### src/rtl/pbpd_pkg.sv
// Shared types and constants for the PCI BAR probe decoder.
package pbpd_pkg;

  localparam int SlotW  = 3;
  localparam int QDepth = 4;
  localparam int QPtrW  = 2;
  localparam int QCntW  = 3;

  localparam logic [1:0] KIND_NONE  = 2'd0;
  localparam logic [1:0] KIND_IO    = 2'd1;
  localparam logic [1:0] KIND_MEM32 = 2'd2;
  localparam logic [1:0] KIND_MEM64 = 2'd3;

  // Memory type field of a memory BAR, bits 2:1
  localparam logic [1:0] MTYPE_64 = 2'b10;

  typedef struct packed {
    logic [31:0] bar_value;
    logic [31:0] size_readback;
    logic        bridge_header;
  } in_item_t;

  typedef struct packed {
    logic [SlotW-1:0] slot;
    logic [1:0]       bar_kind;
    logic [63:0]      base_address;
    logic [63:0]      region_size;
    logic             prefetchable;
    logic             last_slot;
  } out_item_t;

  // NONE: one empty descriptor. DECODE: one decoded descriptor.
  // PAIR: 64-bit descriptor for the previous slot, then empty for this slot.
  typedef enum logic [1:0] {
    JOB_NONE,
    JOB_DECODE,
    JOB_PAIR
  } job_mode_t;

  typedef struct packed {
    job_mode_t        mode;
    logic [SlotW-1:0] slot;
    logic             last;
    logic [31:0]      lo;
    logic [31:0]      szlo;
    logic [31:0]      hi;
    logic [31:0]      szhi;
  } job_t;

  typedef struct packed {
    logic full;
    logic empty;
  } q_status_t;

endpackage

### src/rtl/pbpd_front.sv
// Front end: accepts slot items, tracks slot position and held 64-bit low halves.
module pbpd_front
  import pbpd_pkg::*;
#(
  parameter int MAX_SLOTS = 6
) (
  input  logic      clk,
  input  logic      rst_n,
  input  logic      in_valid,
  input  in_item_t  in_item,
  input  q_status_t q_status,
  output logic      push,
  output job_t      push_job
);

  localparam logic [SlotW:0] MaxSlotsW = (SlotW+1)'(MAX_SLOTS);

  logic [SlotW-1:0] slot_r, slot_nxt;
  logic             pending_r, pending_nxt;
  logic [31:0]      held_lo_r, held_lo_nxt;
  logic [31:0]      held_sz_r, held_sz_nxt;

  logic             accept;
  logic [SlotW:0]   nslots;
  logic             last;
  logic             empty_bar;
  logic             is_mem64;
  logic             hold;

  assign accept    = in_valid && !q_status.full;
  assign nslots    = in_item.bridge_header ? (SlotW+1)'(2) : MaxSlotsW;
  assign last      = ({1'b0, slot_r} + (SlotW+1)'(1)) >= nslots;
  assign empty_bar = (in_item.bar_value == '0) || (in_item.size_readback == '0) ||
                     (in_item.size_readback == '1);
  assign is_mem64  = !in_item.bar_value[0] && (in_item.bar_value[2:1] == MTYPE_64);
  assign hold      = !pending_r && !empty_bar && is_mem64 && !last;

  always_comb begin
    push_job.slot = slot_r;
    push_job.last = last;
    push_job.lo   = in_item.bar_value;
    push_job.szlo = in_item.size_readback;
    push_job.hi   = '0;
    push_job.szhi = '0;
    if (pending_r) begin
      push_job.mode = JOB_PAIR;
      push_job.lo   = held_lo_r;
      push_job.szlo = held_sz_r;
      push_job.hi   = in_item.bar_value;
      push_job.szhi = in_item.size_readback;
    end else if (empty_bar) begin
      push_job.mode = JOB_NONE;
    end else begin
      push_job.mode = JOB_DECODE;
    end
  end

  assign push = accept && !hold;

  always_comb begin
    slot_nxt    = slot_r;
    pending_nxt = pending_r;
    held_lo_nxt = held_lo_r;
    held_sz_nxt = held_sz_r;
    if (accept) begin
      slot_nxt = last ? '0 : slot_r + SlotW'(1);
      if (pending_r) begin
        pending_nxt = 1'b0;
      end else if (hold) begin
        pending_nxt = 1'b1;
        held_lo_nxt = in_item.bar_value;
        held_sz_nxt = in_item.size_readback;
      end
    end
  end

  always_ff @(posedge clk) begin
    if (!rst_n) begin
      slot_r    <= '0;
      pending_r <= 1'b0;
    end else begin
      slot_r    <= slot_nxt;
      pending_r <= pending_nxt;
    end
  end

  // Only read while pending is set, so no reset needed
  always_ff @(posedge clk) begin
    held_lo_r <= held_lo_nxt;
    held_sz_r <= held_sz_nxt;
  end

endmodule

### src/rtl/pbpd_queue.sv
// Short job queue between front end and back end.
module pbpd_queue
  import pbpd_pkg::*;
(
  input  logic      clk,
  input  logic      rst_n,
  input  logic      push,
  input  job_t      push_job,
  input  logic      pop,
  output job_t      head,
  output q_status_t status
);

  job_t             entry_r [QDepth];
  logic [QPtrW-1:0] wr_ptr_r, wr_ptr_nxt;
  logic [QPtrW-1:0] rd_ptr_r, rd_ptr_nxt;
  logic [QCntW-1:0] count_r, count_nxt;

  assign status.full  = (count_r == QCntW'(QDepth));
  assign status.empty = (count_r == '0);
  assign head         = entry_r[rd_ptr_r];

  always_comb begin
    wr_ptr_nxt = push ? wr_ptr_r + QPtrW'(1) : wr_ptr_r;
    rd_ptr_nxt = pop  ? rd_ptr_r + QPtrW'(1) : rd_ptr_r;
    count_nxt  = count_r + QCntW'(push) - QCntW'(pop);
  end

  always_ff @(posedge clk) begin
    if (!rst_n) begin
      wr_ptr_r <= '0;
      rd_ptr_r <= '0;
      count_r  <= '0;
    end else begin
      wr_ptr_r <= wr_ptr_nxt;
      rd_ptr_r <= rd_ptr_nxt;
      count_r  <= count_nxt;
    end
  end

  always_ff @(posedge clk) begin
    if (push) begin
      entry_r[wr_ptr_r] <= push_job;
    end
  end

endmodule

### src/rtl/pbpd_back.sv
// Back end: decodes queued jobs into descriptors and drives the result register.
module pbpd_back
  import pbpd_pkg::*;
(
  input  logic      clk,
  input  logic      rst_n,
  input  job_t      head,
  input  q_status_t q_status,
  output logic      pop,
  output logic      out_valid,
  input  logic      out_stall,
  output out_item_t out_item
);

  logic      out_valid_r, out_valid_nxt;
  out_item_t out_item_r, out_item_nxt;
  logic      phase_r, phase_nxt;

  logic      load;
  logic      take;
  out_item_t dec;
  out_item_t none_desc;
  logic [31:0] io_size;
  logic [31:0] m32_size;
  logic [63:0] m64_mask;

  assign load = !out_valid_r || !out_stall;
  assign take = load && !q_status.empty;
  assign pop  = take && ((head.mode != JOB_PAIR) || phase_r);

  assign io_size  = ~(head.szlo & ~32'h3) + 32'd1;
  assign m32_size = ~(head.szlo & ~32'hF) + 32'd1;
  assign m64_mask = {head.szhi, head.szlo & ~32'hF};

  always_comb begin
    dec.slot         = (head.mode == JOB_PAIR) ? head.slot - SlotW'(1) : head.slot;
    dec.last_slot    = (head.mode == JOB_PAIR) ? 1'b0 : head.last;
    dec.prefetchable = head.lo[3];
    if (head.lo[0]) begin
      dec.bar_kind     = KIND_IO;
      dec.base_address = {32'd0, head.lo & ~32'h3};
      dec.region_size  = {48'd0, io_size[15:0]};
      dec.prefetchable = 1'b0;
    end else if (head.lo[2:1] == MTYPE_64) begin
      dec.bar_kind     = KIND_MEM64;
      dec.base_address = {head.hi, head.lo & ~32'hF};
      dec.region_size  = ~m64_mask + 64'd1;
    end else begin
      dec.bar_kind     = KIND_MEM32;
      dec.base_address = {32'd0, head.lo & ~32'hF};
      dec.region_size  = {32'd0, m32_size};
    end
  end

  always_comb begin
    none_desc.slot         = head.slot;
    none_desc.bar_kind     = KIND_NONE;
    none_desc.base_address = '0;
    none_desc.region_size  = '0;
    none_desc.prefetchable = 1'b0;
    none_desc.last_slot    = head.last;
  end

  always_comb begin
    out_valid_nxt = out_valid_r;
    out_item_nxt  = out_item_r;
    phase_nxt     = phase_r;
    if (load) begin
      out_valid_nxt = !q_status.empty;
    end
    if (take) begin
      case (head.mode)
        JOB_NONE: begin
          out_item_nxt = none_desc;
        end
        JOB_DECODE: begin
          out_item_nxt = dec;
        end
        JOB_PAIR: begin
          out_item_nxt = phase_r ? none_desc : dec;
          phase_nxt    = !phase_r;
        end
        default: begin
          out_item_nxt = none_desc;
        end
      endcase
    end
  end

  always_ff @(posedge clk) begin
    if (!rst_n) begin
      out_valid_r <= 1'b0;
      phase_r     <= 1'b0;
    end else begin
      out_valid_r <= out_valid_nxt;
      phase_r     <= phase_nxt;
    end
  end

  always_ff @(posedge clk) begin
    out_item_r <= out_item_nxt;
  end

  assign out_valid = out_valid_r;
  assign out_item  = out_item_r;

endmodule

### src/rtl/pci_bar_probe_decoder.sv
// An accepted item's job is written into the job queue, and its first descriptor from there into the output register.
// Throughput: one item per cycle while in_stall is low; a 64-bit BAR's upper-half item yields two
//   descriptors, taken by the back end one after the other, and a held low half yields none.
// in_stall rises only when the 4-entry job queue is full.
// Reset (rst_n low, synchronous) empties the queue and output register and
//   returns the slot counter and 64-bit hold to zero.
module pci_bar_probe_decoder
  import pbpd_pkg::*;
#(
  parameter int MAX_SLOTS = 6
) (
  input  logic      clk,
  input  logic      rst_n,
  input  logic      in_valid,
  output logic      in_stall,
  input  in_item_t  in_item,
  output logic      out_valid,
  input  logic      out_stall,
  output out_item_t out_item
);

  // Front end classifies each slot item into a job; back end turns jobs into
  // descriptors. The queue lets either side stall without the other.
  logic      push;
  job_t      push_job;
  logic      pop;
  job_t      head;
  q_status_t q_status;

  assign in_stall = q_status.full;

  pbpd_front #(
    .MAX_SLOTS(MAX_SLOTS)
  ) u_front (
    .clk      (clk),
    .rst_n    (rst_n),
    .in_valid (in_valid),
    .in_item  (in_item),
    .q_status (q_status),
    .push     (push),
    .push_job (push_job)
  );

  pbpd_queue u_queue (
    .clk      (clk),
    .rst_n    (rst_n),
    .push     (push),
    .push_job (push_job),
    .pop      (pop),
    .head     (head),
    .status   (q_status)
  );

  // Back end: one descriptor per cycle into the output register while jobs are queued and out_stall is low
  pbpd_back u_back (
    .clk       (clk),
    .rst_n     (rst_n),
    .head      (head),
    .q_status  (q_status),
    .pop       (pop),
    .out_valid (out_valid),
    .out_stall (out_stall),
    .out_item  (out_item)
  );

endmodule

### config.mk
export PLATFORM = sky130hd
export DESIGN_NAME = pci_bar_probe_decoder
export DESIGN_NICKNAME = d
export VERILOG_FILES = /design/src/rtl/pbpd_pkg.sv /design/src/rtl/pbpd_front.sv /design/src/rtl/pbpd_queue.sv /design/src/rtl/pbpd_back.sv /design/src/rtl/pci_bar_probe_decoder.sv
export SDC_FILE = /design/constraint.sdc
export NUM_CORES = 1
export LEC_CHECK = 0
export BUFFER_PORTS_ARGS = -buffer_cell sky130_fd_sc_hd__buf_2
export CAP_MARGIN = 20
export CORE_AREA = 3 3 259 261
export DETAILED_ROUTE_END_ITERATION = 8
export DIE_AREA = 0 0 262 264
export PLACE_DENSITY = 0.69
export SYNTH_ARGS = -nofsm -noshare
export SYNTH_HDL_FRONTEND = slang
export SYNTH_SLANG_ARGS = --single-unit
export TNS_END_PERCENT = 30
### constraint.sdc
create_clock -name clk -period 20.1 [get_ports clk]
set_clock_uncertainty 0.05 [all_clocks]
set_input_delay 2.01 -clock clk [delete_from_list [all_inputs] [get_ports clk]]
set_output_delay 2.01 -clock clk [all_outputs]
set_load 0.01 [all_outputs]
# After elaboration in Yosys (flattened, before gate mapping)

Memory sizes are Yosys's and may differ from the RTL's. A register that Yosys moved wholly into a read port is not among the register bits.
Cells that the tools add are included.

Input bits: 69
Word-level logic and storage cells: 83
Output and inout bits: 137
Flip-flop bits (word level): 212
RAM bits: 536
Memories kept: 1

Bitwise logic cells: 4
$lt $le $gt $ge: 1
Eq/ne operators: 7
Reductions and logical operators: 27
$add $sub $neg: 10
Mux-type cells: 18

Memory list:

| memory          | words | width | rd ports | clocked after memory_dff | write ports | RTL line         | text |
|---|---|---|---|---|---|---|---|
| u_queue.entry_r | 4     | 134   | 1        | 1                        | 1           | pbpd_queue.sv:14 | `job_t entry_r [QDepth];` |

Operators by type and width:

| cell                    | count |
|---|---|
| $pmux W135 S2           | 1 |
| $mux W135               | 1 |
| $mux W130               | 1 |
| $mux W129               | 1 |
| $mux W128               | 1 |
| $add A64 B1 Y64 const B | 1 |
| $logic_not A32 Y1       | 2 |
| $not A64 Y64            | 1 |
| $add A32 B1 Y32 const B | 1 |
| $eq A32 B32 Y1 const B  | 1 |
| $not A32 Y32            | 1 |
| $add A16 B1 Y16 const B | 1 |
| $not A16 Y16            | 1 |
| $logic_not A1 Y1        | 10 |
| $mux W3                 | 3 |
| $logic_and A1 B1 Y1     | 8 |
| $mux W1                 | 7 |
| $eq A2 B2 Y1 const B    | 3 |
| $mux W2                 | 3 |
| $add A2 B1 Y2 const B   | 2 |
| $add A3 B1 Y4 const B   | 1 |
| $ge A4 B4 Y1            | 1 |
| $logic_or A1 B1 Y1      | 4 |
| $add A3 B1 Y3           | 1 |
| other kinds (10)        | 10 |

# Depth between registers and ports, before layout

Gate-level depths: netlist of run 1.

Depth in word-level cells: 11
Gate-level depth with buffers: 21
Depth with buffers taken out: 13

# Cells and area by module

Synthesis of run 1 repeated with hierarchy kept, for this count alone.

Cells, all modules: 1533
Area, all modules: 29692.2 um2

By module, submodules not included:

| module     | sequential area each (um2) | cells each | area an instance (um2) | instances |
|---|---|---|---|---|
| pbpd_queue | 16275.6                    | 743        | 19747.7                | 1 |
| pbpd_back  | 3973.8                     | 516        | 6329.8                 | 1 |
| pbpd_front | 2001.9                     | 274        | 3614.7                 | 1 |

# Least setup slack after synthesis of run 1

No wires, ideal clock.

Path type: input -> register
From: input out_stall
To: register u_queue.count_r[2]
Arrival time: 10140 ps
Required time: 19922 ps
Library setup time: 128 ps
Stages: 10
Setup slack: 9782 ps
Path buffers: 0
Path through: a21oi_1 nor2b_1 ha_1 inv_1 ha_1 inv_1 fa_1 xor2_1 xnor2_1 nor2_1

Longest elaborated chain between the ends: 5

Ends and longest elaborated chain:

| what                 | RTL line                    | text |
|---|---|---|
| start, declared      | pci_bar_probe_decoder.sv:18 | `input logic out_stall,` |
| $logic_not A1 Y1     | pbpd_back.sv:27             | `assign load = !out_valid_r \|\| !out_stall;` |
| $logic_or A1 B1 Y1   | pbpd_back.sv:27             |  |
| $logic_and A1 B1 Y1  | pbpd_back.sv:28             | `assign take = load && !q_status.empty;` |
| $logic_and A1 B1 Y1  | pbpd_back.sv:29             | `assign pop = take && ((head.mode != JOB_PAIR) \|\| phase_r);` |
| net pop              | pci_bar_probe_decoder.sv:26 | `logic pop;` |
| $sub A3 B1 Y3        | pbpd_queue.sv:26            | `count_nxt = count_r + QCntW'(push) - QCntW'(pop);` |
| end signal, assigned | pbpd_queue.sv:37            | `count_r <= count_nxt;` |
| end, declared        | pbpd_queue.sv:17            | `logic [QCntW-1:0] count_r, count_nxt;` |

The timed path passes the listed nets, and every way through them passes these cells.
A chain may end at the register's enable or synchronous reset.

# Worst setup path in the final report of run 1

From: input in_item[34] (netlist bit)
To: memory u_queue.entry_r[0][27] (netlist bit) (enable)

Longest elaborated chain between the ends: 11
Elaborated cells between the ends (all ways): 13
Classes of those cells: eq/ne (1); mux (2); reduce/logical (10)

Ends and longest elaborated chain:

| what                                  | RTL line                    | text |
|---|---|---|
| start, declared                       | pci_bar_probe_decoder.sv:16 | `input in_item_t in_item,` |
| $logic_not A32 Y1                     | pbpd_front.sv:33            | `assign empty_bar = (in_item.bar_value == '0) \|\| (in_item.size_readback == '0) \|\|` |
| $logic_or A1 B1 Y1 (2 in series)      | pbpd_front.sv:33            |  |
| $logic_not A1 Y1                      | pbpd_front.sv:36            | `assign hold = !pending_r && !empty_bar && is_mem64 && !last;` |
| $logic_and A1 B1 Y1                   | pbpd_front.sv:36            |  |
| $logic_and A1 B1 Y1 (*) (2 in series) | pbpd_front.sv:36            |  |
| $logic_not A1 Y1 (*)                  | pbpd_front.sv:58            | `assign push = accept && !hold;` |
| $logic_and A1 B1 Y1 (*)               | pbpd_front.sv:58            |  |
| net push                              | pci_bar_probe_decoder.sv:24 | `logic push;` |
| $mux W1 (*)                           | pbpd_queue.sv:42            | `if (push) begin` |
| $mux W1 (not written as such) (*)     | pbpd_queue.sv:43            | `entry_r[wr_ptr_r] <= push_job;` |
| end, declared                         | pbpd_queue.sv:14            |  |

Mark *: on every way through the listed nets, which the timed path passes. The rest lies on a longest branch.

==> out/results.ini, run 1 <==
[cells_and_area]
layoutNonFillerInstCount = 2656
final_nets = 1822
drive_above_1_share = 0.304
stdcell_area_mm2 = 0.0336
antenna_cells = 0
syn_to_final_growth_pct = 15.2

[drt]
via_count = 14500
firstDrtPassIters = 8
via_per_inst = 5.48
drt-total-wl_um = 62800
ant_nets = 0
drt_iter0_markers = 1210
drc_errors = 0
routedWlPerCell_um = 23.7

[worst_hold_path]
hp-class = flop to flop

[die]
ios = 206
die_area_mm2 = 0.0692
rows = 93
die_h_um = 264
start_util = 0.450
coreArea_mm2 = 0.0647
die_x_um = 262

[yosys]
synth_commonest_cells = 721 x edfxtp_1, 132 x mux4_2, 102 x and2_1
synthFlopType = edfxtp_1
ys_seq_area_frac = 0.754
synth_edf_count = 721
synth_largest_area_cell = edfxtp_1
ys_async_sr_fraction = 0
synth_top_area_frac = 0.743
ys_seq_elements = 736
yosysMostFrequentCell = edfxtp_1
synthTopCellsByArea = edfxtp_1 74%, mux4_2 10%, mux2_2 2.4%, and2_1 2.2%, nor2_1 1.2%
synthCells = 1505
netlist_area_mm2 = 0.0291
synth_warnings = 0
synth.distinct_cells = 53
syn_area_per_cell_um2 = 19.4

[power_and_ir_drop]
max-vdd-ir-drop_uv = 89.5
p_per_area_mw_per_mm2 = 139
p_leak_nw = 11.3

[clock_tree]
post_cts_resized = 0
cts_inserted_buffers = 77
clk_pin_slew_ns = 0.06
postCtsSetupBuffers = 0
clock_path_buffers = 3
cts_root_buf = clkbuf_16
cts_tree = built
cts.sinks = 736
clkLatencyLatePin_ns = 0.62
postCtsHoldBufs = 0
h-tree-depth = 3

[placement]
hpwlAfterDp_um = 39200
place_inst = 2513
port_buffers = 201
placed_area_mm2 = 0.0311
routabilityCongestion = 0.811
pre_cts_slack_ns = 13.00

[timing]
setup_viol = 0
finalCritPeriodShare = 0.317
maxSlewViolCount = 0
fin_crit_ns = 6.38
worst_slew_pin_slew_ns = 1.08
max_freq_ghz = 0.157
timing.hold.ws_ns = 0.469
timing.setup.tns_ns = 0
hold_viol = 0
finalWorstSetupSlack_ns = 13.72
relSlewSlack = 0.279
rsz0062_at_grt = false

[worst_setup_path]
cp_max_fo = 70
critPathRequiredTime_ns = 20.27
crit_arrival_ns = 6.55
critPathKind = input pin to flop
crit_path_end_kind = flop
critPathLaunchType = input pin

[global_route]
antenna_found_initial = 4
grt-ovfl-total = 0
grt_usage = 0.183
grt_max_degree = 99
grt_pass1_vias = 14700
grt_pass1_wl_um = 93600

[outcome]
outcome = finished clean

[flow_run]
maxCapViolCount = 0

==> where the power goes <==
part	switching, mW	internal [mW]	leakage, nW
clock	0.583	0.807	1.21
sequential	0.108	2.05	6.96
combinational	0.676	0.447	3.11
total	1.37	3.31	11.3
==> flip-flops by register name, indices dropped and copies added (netlist names), named ones only <==
signal,flops
u_queue.rd_ptr_r,2
u_back.out_valid,1
u_front.slot_r,3
u_front.pending_r,1
u_queue.entry_r,528
u_front.held_sz_r,30
u_queue.count_r,3
u_queue.wr_ptr_r,2
u_front.held_lo_r,32
u_back.out_item,131
u_back.phase_r,1
==> metal layers <==
metal  track usage  share of wire  vias up
li1              -              -     6436
met1         0.259           0.43     7537
met2         0.288           0.48      483
met3        0.0363          0.066       90
met4        0.0577          0.022        2
met5             0        0.00021        -
==> metrics by stage <==
step,utilization,power [mW]
2_1_floorplan,-,2.95
3_3_place_gp,0.480,3.32
3_5_place_dp,0.480,3.34
4_1_cts,0.519,4.74
5_1_grt,0.519,4.90
6_report,0.519,4.68
==> final cells by class <==
class | instances | area [µm²]
Sequential cell | 736 | 22000
Multi-Input combinational cell | 688 | 6830
Clock buffer | 92 | 2040
Inverter | 20 | 75.1
Fill cell | 5200 | 31100
Tap cell | 855 | 1070
Clock inverter | 50 | 462
Timing Repair Buffer | 215 | 1120
==> worst max-delay path: stages <==
cell and delay [ns]:
buf_2 0.13, nor4_1 0.85, nand4_1 0.45, o22ai_1 0.33
a2111oi_0 0.14, a31oi_1 0.66, and2_4 0.91, buf_4 0.93
==> final timing paths <==
path | startpoint | endpoint | slack [ns] | cells after the start
setup reg to reg | flop | u_back.out_item[65] | 14.95 | 8
hold / removal | u_back.out_valid | u_back.out_valid | 0.47 | 2
hold reg to reg | u_back.out_valid | u_back.out_valid | 0.47 | 2
setup / recovery | in_item[34] | u_queue.entry_r[0][27] | 13.72 | 8
==> cells by family after synthesis <==
group | after synthesis | share of synthesized area
buffers and inverters | 84 | 0.0132
multiplexers | 197 | 0.127
adder cells (fa/ha/maj) | 15 | 0.00670
AND/OR/NAND/NOR | 387 | 0.0757
AO/OA/AOI/OAI | 24 | 0.00516
XOR/XNOR | 61 | 0.0183
flip-flops | 736 | 0.754
other | 1 | 0.000129
==> layout by cell type (no fill, tap or decap), types with 12 or more instances in the layout <==
cell type,Yosys,layout
dfxtp_1,15,12
mux4_2,132,132
clkbuf_1,37,12
xor2_1,34,34
mux2_2,62,62
clkbuf_16,0,79
and2_1,102,97
edfxtp_1,721,721
nor2b_1,39,39
nand2_1,28,28
ha_1,14,14
nor3_1,15,15
nand4_1,13,13
inv_1,20,20
xnor2_1,27,27
buf_2,14,202
nor2_1,91,90
clkinv_1,0,22
nor4_1,32,32
buf_4,5,12
Power figures use the tool's default switching activity.
==> run 2, diff against run 1 <==
--- a/config.mk
+++ b/config.mk
@@ -5,11 +5,12 @@
 export SDC_FILE = /design/constraint.sdc
 export NUM_CORES = 1
 export LEC_CHECK = 0
+export ABC_AREA = 1
 export BUFFER_PORTS_ARGS = -buffer_cell sky130_fd_sc_hd__buf_2
 export CAP_MARGIN = 20
-export CORE_AREA = 3 3 259 261
+export CORE_AREA = 3 3 267 269
 export DETAILED_ROUTE_END_ITERATION = 8
-export DIE_AREA = 0 0 262 264
+export DIE_AREA = 0 0 270 272
 export PLACE_DENSITY = 0.69
 export SYNTH_ARGS = -nofsm -noshare
 export SYNTH_HDL_FRONTEND = slang
==> constraint.sdc (replaced) <==
create_clock -name clk -period 6.2 [get_ports clk]
set_clock_uncertainty 0.05 [all_clocks]
set_input_delay 0.62 -clock clk [delete_from_list [all_inputs] [get_ports clk]]
set_output_delay 0.62 -clock clk [all_outputs]
set_load 0.01 [all_outputs]
==> run 2 against run 1 <==
  * Cell count rose by 49%
  * Routed wire length rose by 27%
  * Via count rose by 43%
  * Synthesized cell count rose by 84%
  * Sequential power rose to 3.3 times the previous value
  * Combinational power rose to 4.9 times the previous value
  * Critical endpoint is now u_back.out_item[111]
  * Largest cell class unchanged
  * Highest routed layer unchanged
==> out/results.ini, run 2 <==
[worst_setup_path]
critPathRequiredTime_ns = 6.60  ; -13.67 ns
critPathKind = flop to flop
cp_max_fo = 63  ; -10%
slowest_delay_ns = 0.91  ; -0.02 ns
crit_path_end_kind = flop
path_buf_inv = 5  ; +3
critPathLaunchType = flop
crit_arrival_ns = 4.67  ; -1.88 ns
worstPathCellList = inv_4 -> a32oi_1 -> inv_1 -> ha_1 -> nor2_4 -> inv_2 -> nor2_2 -> inv_2 -> nor2_2 -> inv_2 -> a21oi_1
crit_top_cell = inv_2
cp_top_family = buffers and inverters
cpMaxStageDelayCell = dfxtp_4

[clock_tree]
h-tree-depth = 3  ; unchanged
clkLatencyLatePin_ns = 0.62  ; about the same
cts.sinks = 736  ; unchanged
post_cts_resized = 0  ; unchanged
postCtsHoldBufs = 0  ; unchanged
cts_root_buf = clkbuf_16
clock_path_buffers = 3  ; unchanged
postCtsSetupBuffers = 0  ; unchanged
cts_inserted_buffers = 74  ; -3.9%
clk_pin_slew_ns = 0.06  ; about the same
cts_tree = built

[flow_run]
maxCapViolCount = 0  ; unchanged

[yosys]
synth_edf_count = 721  ; unchanged
syn_area_per_cell_um2 = 11.2  ; -42%
synthFlopType = edfxtp_1
synth.distinct_cells = 46  ; -13%
netlist_area_mm2 = 0.0309  ; +6.2%
synth_top_area_frac = 0.700  ; -0.0432
ys_seq_area_frac = 0.710  ; -0.0438
ys_seq_elements = 736  ; unchanged
synth_warnings = 0  ; unchanged
synthCells = 2770  ; +84%
synth_largest_area_cell = edfxtp_1
synthTopCellsByArea = edfxtp_1 70%, nand2_1 8.0%, nor2_1 5.4%, o21ai_0 3.4%, inv_1 2.4%
synth_commonest_cells = 721 x edfxtp_1, 655 x nand2_1, 448 x nor2_1
yosysMostFrequentCell = edfxtp_1
ys_async_sr_fraction = 0  ; unchanged

[cells_and_area]
syn_to_final_growth_pct = 13.5
drive_above_1_share = 0.127  ; -0.176
final_cell_mix = 721 x edfxtp_1, 655 x nand2_1, 443 x nor2_1
register_area_mm2 = 0.0220  ; unchanged
layout_commonest_cell = edfxtp_1
top_register = u_queue.entry_r
multi_input_area_mm2 = 0.00759  ; +11%
final_nets = 3031  ; +66%
largest_register_ffs = 528  ; unchanged
fillers = 6007  ; +16%

[die]
ios = 206  ; unchanged
start_util = 0.449  ; -0.000921
die_x_um = 270  ; +3.1%
die_h_um = 272  ; +3.0%
die_area_mm2 = 0.0734  ; +6.2%
coreArea_mm2 = 0.0688  ; +6.4%
rows = 96  ; +3.2%

[timing]
relSlewSlack = 0.265  ; -0.0137
fin_crit_ns = 4.27
hold_viol = 0  ; unchanged
finalCritPeriodShare = 0.688
max_freq_ghz = 0.234
worst_slew_pin_slew_ns = 1.10  ; +0.0205 ns
setup_viol = 0  ; unchanged
maxSlewViolCount = 0  ; unchanged
rsz0062_at_grt = false
timing.hold.ws_ns = 0.153  ; -0.316 ns
timing.setup.tns_ns = 0  ; unchanged

[power_and_ir_drop]
max-vdd-ir-drop_uv = 303  ; +240%
p_per_area_mw_per_mm2 = 485  ; +250%
p_leak_nw = 13.4  ; +19%

[placement]
port_buffers = 201  ; unchanged
hpwlAfterDp_um = 49300  ; +26%
routabilityCongestion = 0.963  ; +19%

[global_route]
grtUsageMet1 = 0.291  ; +0.0321
grt_util_met2 = 0.346  ; +0.0587
grt_pass1_wl_um = 120000  ; +28%
top_usage_layer = met2
met3_usage = 0.0468  ; +0.0104
grt_max_degree = 133  ; +34%
antenna_found_initial = 20  ; +16
grt-ovfl-total = 0  ; unchanged
grt_usage = 0.214  ; +0.0316
grt_pass1_vias = 19700  ; +34%

[drt]
firstDrtPassIters = 5  ; -3
via_count = 20900  ; +43%
routedWlPerCell_um = 20.3  ; -14%
via_per_inst = 5.28  ; -3.6%
drt_iter0_markers = 2222  ; +84%
drc_errors = 0  ; unchanged
drt-total-wl_um = 80000  ; +27%
ant_nets = 0  ; unchanged

[outcome]
outcome = finished clean

[worst_hold_path]
hp-class = input pin to flop

[run 2: cell type report]
type                    count  area share
flip-flops and latches    736       0.626
multi-input cells        1709       0.216
clock buffers              87      0.0554
repair buffers            219      0.0339
well taps                 931      0.0332
inverters                 207      0.0225
clock inverters            48      0.0117
diodes                     15     0.00107
[run 2: final timing paths]
kind / depth (start not counted) / to / slack [ns] / startpoint
worst min-delay path: 1 / u_front.held_lo_r[27] / 0.15 / in_item[60]
worst max register to register: 11 / u_back.out_item[111] / 1.93 / flop
worst max-delay path: 11 / u_back.out_item[111] / 1.93 / flop
worst min register to register: 1 / u_queue.rd_ptr_r[1] / 0.46 / u_queue.rd_ptr_r[1]
[run 2: report_power, final]
part	internal [mW]	switching (mW)	total, mW
Combinational	1.39	4.05	5.45
Sequential	6.75	0.446	7.20
Clock	2.50	1.88	4.38
Total	10.7	6.37	17.0
[run 2: logic make-up after synthesis]
kind of cell | after synthesis | share of synthesized area
other | 1 | 0.000121
buffers and inverters | 328 | 0.0462
xor gates and xnor gates | 10 | 0.00283
adders and majority gates | 15 | 0.00631
and+or+nand+nor | 1343 | 0.177
DFF | 736 | 0.710
AOI/OAI and AO/OA | 337 | 0.0571
[run 2: layer usage]
layer | vias up | wire [µm]
li1 | 9799 | -
met1 | 10000 | 33000
met2 | 859 | 37600
met3 | 152 | 7030
met4 | 16 | 2280
met5 | - | 128
[run 2: through the flow]
stage	util	power (mW)	setup WS, ns	cell area [µm²]	std cells
after floorplan	-	10.8	-1.48	30900	2773
after global placement	0.475	12.7	1.94	32700	3802
after detailed placement	0.475	12.7	1.88	32700	3802
after CTS	0.509	17.1	1.85	35100	3937
after global routing	0.509	18.0	1.58	35100	3939
final	0.510	17.0	1.93	35100	3952
==> run 3, diff against run 2 <==
--- a/config.mk
+++ b/config.mk
@@ -5,12 +5,12 @@
 export SDC_FILE = /design/constraint.sdc
 export NUM_CORES = 1
 export LEC_CHECK = 0
-export ABC_AREA = 1
+export ABC_AREA = 0
 export BUFFER_PORTS_ARGS = -buffer_cell sky130_fd_sc_hd__buf_2
 export CAP_MARGIN = 20
-export CORE_AREA = 3 3 267 269
+export CORE_AREA = 3 3 259 261
 export DETAILED_ROUTE_END_ITERATION = 8
-export DIE_AREA = 0 0 270 272
+export DIE_AREA = 0 0 262 264
 export PLACE_DENSITY = 0.69
 export SYNTH_ARGS = -nofsm -noshare
 export SYNTH_HDL_FRONTEND = slang
==> constraint.sdc (replaced) <==
create_clock -name clk -period 4.05 [get_ports clk]
set_clock_uncertainty 0.05 [all_clocks]
set_input_delay 0.405 -clock clk [delete_from_list [all_inputs] [get_ports clk]]
set_output_delay 0.405 -clock clk [all_outputs]
set_load 0.01 [all_outputs]
==> run 3 against run 2 <==
  * First-iteration DRC count fell by 48%
  * Clock power rose by 59%
  * Combinational power rose by 7.0%
  * Register-to-register slack got worse by 1.6 ns
  * Utilization rose by 2.3 points
  * Cell area fell by 1.7%
  * Power rose by 38%
  * Maximum frequency rose by 16%
  * Worst setup slack got worse by 1.6 ns
  * Via count fell by 29%
==> out/results.ini, run 3 (synthesis results as in run 1) <==
[global_route]
grt_max_degree = 66  ; -50%
grt-ovfl-total = 0  ; unchanged
grt_pass1_wl_um = 94800  ; -21%
grt_pass1_vias = 15000  ; -24%
antenna_found_initial = 2  ; -90%
grt_usage = 0.183  ; -0.0310

[die]
coreArea_mm2 = 0.0647  ; -6.0%
rows = 93  ; -3.1%
die_area_mm2 = 0.0692  ; -5.8%
die_h_um = 264  ; -2.9%
die_x_um = 262  ; -3.0%
start_util = 0.450  ; +0.000921
ios = 206  ; unchanged

[clock_tree]
cts_inserted_buffers = 77  ; +4.1%
clk_pin_slew_ns = 0.06  ; about the same
h-tree-depth = 3  ; unchanged
clock_path_buffers = 3  ; unchanged
post_cts_resized = 0  ; unchanged
cts_tree = built
cts_root_buf = clkbuf_16
postCtsSetupBuffers = 0  ; unchanged
postCtsHoldBufs = 45  ; +45
cts.sinks = 736  ; unchanged
clkLatencyLatePin_ns = 0.61  ; about the same

[timing]
timing.setup.tns_ns = 0  ; unchanged
rsz0062_at_grt = false
max_freq_ghz = 0.271  ; +16%
maxSlewViolCount = 0  ; unchanged
fin_crit_ns = 3.69  ; -0.583 ns
worst_slew_pin_slew_ns = 0.976  ; -0.126 ns
setup_viol = 0  ; unchanged
hold_viol = 0  ; unchanged
relSlewSlack = 0.349  ; +0.0840
finalCritPeriodShare = 0.910  ; +0.222

[worst_setup_path]
critPathKind = flop to flop
critPathRequiredTime_ns = 4.36  ; -2.24 ns
crit_arrival_ns = 3.99  ; -0.68 ns
rr_worst_depth = 10  ; -1
cp_max_fo = 21  ; -67%
crit_path_end_kind = flop
critPathLaunchType = flop

[placement]
hpwlAfterDp_um = 39600  ; -20%
port_buffers = 201  ; unchanged
routabilityCongestion = 0.820  ; -15%

[power_and_ir_drop]
total_power_mw = 23.5  ; +38%
max-vdd-ir-drop_uv = 536  ; +77%
p_per_area_mw_per_mm2 = 680  ; +40%
p_leak_nw = 11.7  ; -12%

[worst_hold_path]
hp-class = input pin to flop
min_path_cells = 1  ; unchanged

[drt]
routedWlPerCell_um = 23.1  ; +14%
ant_nets = 0  ; unchanged
via_count = 14700  ; -29%
drc_errors = 0  ; unchanged
via_per_inst = 5.38  ; +1.9%
drt_iter0_markers = 1162  ; -48%
drt-total-wl_um = 63300  ; -21%
firstDrtPassIters = 5  ; unchanged

[cells_and_area]
layout_commonest_cell = edfxtp_1
top_register = u_queue.entry_r
syn_to_final_growth_pct = 18.5
drive_above_1_share = 0.315  ; +0.187
final_nets = 1906  ; -37%
utilization = 0.533  ; +0.0235
final_cell_mix = 721 x edfxtp_1, 201 x buf_2, 132 x mux4_2
largest_register_ffs = 528  ; unchanged
fillers = 5119  ; -15%

[flow_run]
maxCapViolCount = 0  ; unchanged

[outcome]
outcome = finished clean

[run 3: cell types whose count changed in the layout (fill, tap and decap cells not counted), moves of 38 or more]
cell / previous run / this run
nor2b_1: 0 / 38
mux4_2: 0 / 132
and2_1: 1 / 97
nor2_1: 443 / 90
o21ai_0: 209 / 4
mux2_2: 0 / 62
nand3_1: 149 / 7
dlygate4sd3_1: 0 / 45
nand2_1: 655 / 28
inv_1: 199 / 20
a21oi_1: 100 / 9
[run 3: final timing paths]
| kind | startpoint | endpoint | slack, ns |
|---|---|---|---|
| worst min-delay path | in_item[26] | u_front.held_sz_r[25] | 0.03 |
| worst max register to register | flop | u_back.out_item[44] | 0.36 |
| worst max-delay path | flop | u_back.out_item[44] | 0.36 |
| worst min register to register | u_queue.rd_ptr_r[1] | flop | 0.46 |
[run 3: power breakdown]
part           switching (mW)  internal [mW]  leakage (nW)
registers               0.512           10.2          6.96
clock network            2.85           4.10          1.22
logic                    3.45           2.38          3.56
[run 3: cell type report]
class | count | area, µm² | share of cell area
Antenna cell | 2 | 5.00 | 0.000145
Clock buffer | 93 | 2030 | 0.0588
Clock inverter | 48 | 464 | 0.0135
Inverter | 20 | 75.1 | 0.00218
Multi-Input combinational cell | 688 | 6830 | 0.198
Sequential cell | 736 | 22000 | 0.637
Tap cell | 855 | 1070 | 0.0310
Timing Repair Buffer | 299 | 2070 | 0.0599
[run 3: worst max-delay path, stage by stage, from the launching register on]
cell	delay, ns
dfxtp_4	0.51
buf_12	0.25
buf_12	0.21
mux4_2	0.59
nor4_2	0.49
nand4_2	0.29
buf_4	0.25
or3_1	0.43
nor2_1	0.14
xor2_1	0.15
nor2_1	0.06
[run 3: metal layers]
layer / GRT usage / vias to the layer above / wire length [µm]
li1: - / 6608 / -
met1: 0.250 / 7580 / 26000
met2: 0.299 / 473 / 31300
met3: 0.0450 / 85 / 4790
met4: 0.0447 / 0 / 1160
met5: 0 / - / 0
[run 3: per-stage QoR]
stage,cells,instance area (µm²),worst slack [ns],hold slack [ns]
2_1_floorplan,1508,29200,-1.15,0.435
3_5_place_dp,2553,31600,0.373,0.465
5_1_grt,2740,34500,0.158,0.00957
3_3_place_gp,2553,31600,0.441,0.447
6_report,2741,34500,0.365,0.0342
4_1_cts,2739,34500,0.347,0.00226
